$ cat src/rtl/rfvk_pkg.sv
// Shared constants and codes for the rotating frame velocity kernel.
// Holds default widths, operation codes, register indexes and the internal op kinds.
// No dependencies.
`timescale 1ns / 1ps
`default_nettype none

package rfvk_pkg;

  localparam int unsigned DATA_WIDTH_DEF = 32;
  localparam int unsigned FRAC_BITS_DEF  = 16;
  localparam int unsigned OP_W           = 3;
  localparam int unsigned CFG_IDX_W      = 3;

  typedef enum logic [OP_W-1:0] {
    OP_COR_ADD  = 3'd0,
    OP_COR_SUB  = 3'd1,
    OP_RELATIVE = 3'd2,
    OP_ABSOLUTE = 3'd3,
    OP_SET_ROT  = 3'd4,
    OP_SET_ZERO = 3'd5
  } op_t;

  typedef enum logic [CFG_IDX_W-1:0] {
    CFG_ENABLE   = 3'd0,
    CFG_OMEGA_X  = 3'd1,
    CFG_OMEGA_Y  = 3'd2,
    CFG_OMEGA_Z  = 3'd3,
    CFG_ORIGIN_X = 3'd4,
    CFG_ORIGIN_Y = 3'd5,
    CFG_ORIGIN_Z = 3'd6
  } cfg_idx_t;

  typedef enum logic [2:0] {
    KIND_PASS    = 3'd0,
    KIND_ZERO    = 3'd1,
    KIND_COR_ADD = 3'd2,
    KIND_COR_SUB = 3'd3,
    KIND_REL     = 3'd4,
    KIND_ABS     = 3'd5,
    KIND_SET     = 3'd6
  } kind_t;

endpackage

`default_nettype wire

$ cat src/rtl/rfvk_addsub.sv
// Saturating signed add or subtract with overflow flag.
// Uses rfvk_pkg for the default width.
`timescale 1ns / 1ps
`default_nettype none

module rfvk_addsub #(
  parameter int unsigned DATA_WIDTH = rfvk_pkg::DATA_WIDTH_DEF
) (
  input  logic signed [DATA_WIDTH-1:0] a,
  input  logic signed [DATA_WIDTH-1:0] b,
  input  logic                         sub,
  output logic signed [DATA_WIDTH-1:0] y,
  output logic                         ovf
);

  localparam logic [DATA_WIDTH-1:0] MAX_V = {1'b0, {(DATA_WIDTH-1){1'b1}}};
  localparam logic [DATA_WIDTH-1:0] MIN_V = {1'b1, {(DATA_WIDTH-1){1'b0}}};

  logic signed [DATA_WIDTH:0] ax;
  logic signed [DATA_WIDTH:0] bx;
  logic signed [DATA_WIDTH:0] sx;

  always_comb begin
    ax  = {a[DATA_WIDTH-1], a};
    bx  = {b[DATA_WIDTH-1], b};
    sx  = sub ? (ax - bx) : (ax + bx);
    ovf = sx[DATA_WIDTH] ^ sx[DATA_WIDTH-1];
    if (ovf) begin
      y = sx[DATA_WIDTH] ? MIN_V : MAX_V;
    end else begin
      y = sx[DATA_WIDTH-1:0];
    end
  end

endmodule

`default_nettype wire

$ cat config.mk
export PLATFORM = sky130hd
export DESIGN_NAME = rfvk_addsub
export DESIGN_NICKNAME = d
export VERILOG_FILES = /design/src/rtl/rfvk_pkg.sv /design/src/rtl/rfvk_addsub.sv
export SDC_FILE = /design/constraint.sdc
export NUM_CORES = 1
export LEC_CHECK = 0
export BUFFER_PORTS_ARGS = -buffer_cell sky130_fd_sc_hd__buf_2
export CAP_MARGIN = 20
export CORE_MARGIN = 3
export CORE_UTILIZATION = 50
export DETAILED_ROUTE_END_ITERATION = 8
export PLACE_DENSITY = 0.76
export SETUP_SLACK_MARGIN = 0.2
export SKIP_LAST_GASP = 1
export SLEW_MARGIN = 20
export SYNTH_ARGS = -nofsm -noshare
export SYNTH_HDL_FRONTEND = slang
export SYNTH_SLANG_ARGS = --single-unit
$ cat constraint.sdc
create_clock -name vclk -period 8.48
set_input_delay 1.696 -clock vclk [all_inputs]
set_output_delay 1.696 -clock vclk [all_outputs]
set_load 0.05 [all_outputs]
==> out/results.tsv <==
stage	metric	value	unit
setup_path	arrival	6.30	ns
timing	fin_setup_tns	0	ns
hold_path	min_path_type	in -> out	
synth	synth_fa_ha_area_share	17.6	%
cells_and_area	finalInstanceArea	3380	µm²
timing	whs	3.90	ns
detailed_routing	drt_iter0_markers	183	
place	place_inst	555	
die	rows	26	
cells_and_area	fillers	524	
timing	drv_slew	0	
pwr	ir_drop	206	µV
setup_path	path_cells	buf_2, or4_1, nor2b_1, nand2_1, or2_2, nor4_1, nor2_1, xnor2_1, ha_1, nand2_1, o21ai_0, a31oi_1, o21ai_1, mux2i_1, o41ai_1, a311oi_4, buf_4, buf_4, nor2_4, buf_12, a21oi_2, buf_2	
grt	grt_pass1_wl	13.2	mm
die	die_height	80.0	µm
detailed_routing	ant_nets	0	
grt	track_usage	24.7	%
synth	syn_inst	400	
setup_path	crit_slowest_cell	or4_1	
hold_path	hold_depth	4	
clocking	cts_hold_buf	0	
timing	finalHoldViolCount	0	
pwr	power_leakage	1.53	nW
synth	synth_cell_types	54	
detailed_routing	drt-wirelength-per-cell	14.6	µm
cells_and_area	nets	595	
place	dpl_cell_area	3270	µm²
synth	synth_top_family_by_area	compound AO/OA/AOI/OAI gates	
detailed_routing	drc	0	
synth	yosys.area_share.simple	23.9	%
setup_path	cpPeakStageDelay	0.55	ns
timing	max_freq	125	MHz
setup_path	worst-setup-path-type	in -> out	
die	dieWidth	80.0	µm
grt	grt_max_degree	34	
timing	relSlewSlack	56.2	%
die	initial_core_util	52.7	%
detailed_routing	wirelength	8.22	mm
cells_and_area	drive_gt1_share	28.7	%
timing	tightest_slew	0.652	ns
setup_path	start_kind	input port	
detailed_routing	vias	3222	
die	pin_count	98	
synth	synth_compound_area_share	32.3	%
run	cap_viol_max_count	0	
timing	finalCriticalPeriod	8.00	ns
synth	syn_area	2740	µm²
synth	synthMuxAreaShare	0.730	%
timing	period_share	94.3	%
synth	postSynthAreaPerCell	6.85	µm²
die	dieArea	6410	µm²
timing	grt_setup_unrepaired	no	
place	hpwl	6.93	mm
cells_and_area	finalNonFillerCells	564	
cells_and_area	clockBufferCount	0	
timing	setup_viol	0	
grt	grt.overflow.total	0	
setup_path	critPathMaxFanout	12	
grt	antenna_found_initial	0	
cells_and_area	ff_latch_area	0	µm²
pwr	power_per_cell_area	234	nW/µm²
place	portBuffers	98	
run_status	status	finished clean	
synth	yosysWarnings	0	
cells_and_area	n_antenna_cell	0	
cells_and_area	final_cell_mix	98 x buf_2, 53 x a21oi_1, 48 x nor2_1	
synth	yosysSeqAreaShare	0	%
detailed_routing	first_pass_iters	5	
synth	syn-num-nets	499	
cells_and_area	seq_cells	0	
cells_and_area	area_growth	23.5	%
setup_path	cp.required	6.78	ns
cells_and_area	mostFrequentLayoutCell	buf_2	
synth	synth_xor_area_share	20.1	%
setup_path	endpoint_kind	output pin	
die	coreArea	5200	µm²
detailed_routing	viasPerCell	5.71	
place	place_congestion	0.913	
grt	first_global_vias	2955	
==> what timing repair did <==
action | 4_1_cts | 5_1_grt
setup endpoints to repair | 0 | 27
hold endpoints to repair | 0 | 0
setup buffers | 0 | 8
gates resized for setup | 0 | 3
==> metal layers <==
layer,GRT usage [%],part of all wire [%],vias to the layer above
li1,-,-,1647
met1,34.4,47,1458
met2,42.1,46,100
met3,0.790,5.1,17
met4,4.90,2.1,0
met5,0,0,-
==> where the power goes <==
| part | switching (W) | total, W | internal [W] | leakage (nW) |
|---|---|---|---|---|
| clock | 0 | 0 | 0 | 0 |
| sequential | 0 | 0 | 0 | 0 |
| combinational | 0.000550 | 0.000792 | 0.000242 | 1.53 |
| total | 0.000550 | 0.000792 | 0.000242 | 1.53 |
==> cell type report <==
| class | count | area (µm²) | area share, % |
|---|---|---|---|
| Multi-Input combinational cell | 369 | 2620 | 77.3 |
| Timing Repair Buffer | 112 | 633 | 18.7 |
| Tap cell | 70 | 87.6 | 2.59 |
| Inverter | 13 | 48.8 | 1.44 |
==> cells by family after synthesis <==
group                    Yosys count
AO/OA/AOI/OAI                    136
AND/OR/NAND/NOR                  131
XOR/XNOR                          60
adder cells (fa/ha/maj)           39
buffers and inverters             32
multiplexers                       2
==> cell usage after synthesis (2+ instances only) <==
master / instances / area (µm²)
a31o_2: 2 / 17.5
maj3_1: 5 / 50.1
nor3b_1: 2 / 15.0
or2_2: 2 / 12.5
and2_1: 2 / 12.5
nand2b_1: 6 / 37.5
nand4_1: 4 / 25.0
a31oi_1: 6 / 37.5
o31ai_1: 2 / 15.0
nand2_1: 22 / 82.6
xor2_1: 13 / 114
a21o_1: 11 / 82.6
a211oi_1: 4 / 30.0
mux2i_1: 2 / 20.0
nor2b_1: 2 / 12.5
ha_1: 33 / 413
nor3_1: 11 / 55.1
o221ai_1: 2 / 17.5
xnor2_1: 45 / 394
inv_1: 13 / 48.8
o21bai_1: 6 / 45.0
buf_6: 3 / 33.8
a41oi_1: 4 / 35.0
nor4_1: 8 / 50.1
a21oi_2: 15 / 131
o211ai_1: 2 / 15.0
o21ai_0: 20 / 100
a21oi_1: 53 / 265
nand3_1: 11 / 55.1
and3_1: 4 / 25.0
clkbuf_1: 15 / 56.3
nor2_1: 48 / 180
==> worst max-delay path, delay by kind of cell <==
kind                       cells  cell delay (ns)
adders and majority gates      1             0.43
AOI/OAI and AO/OA              6             1.21
xor gates and xnor gates       1             0.16
muxes                          1             0.22
and+or+nand+nor                8             1.72
buffers and inverters          5             0.87
==> per-stage QoR <==
stage               util (%)  worst slack (ns)  power, W
CTS                     62.8             0.260  0.000742
global placement        62.8             0.311  0.000735
global route            65.0             0.200  0.000839
detailed placement      62.8             0.281  0.000741
floorplan                  -             0.339  0.000595
finish                  65.0             0.481  0.000792
==> path summary, 6_finish.rpt <==
kind | startpoint | end | slack, ns
max | b[3] | y[16] | 0.48
min | b[0] | y[0] | 3.90
Power figures use the tool's default switching activity.
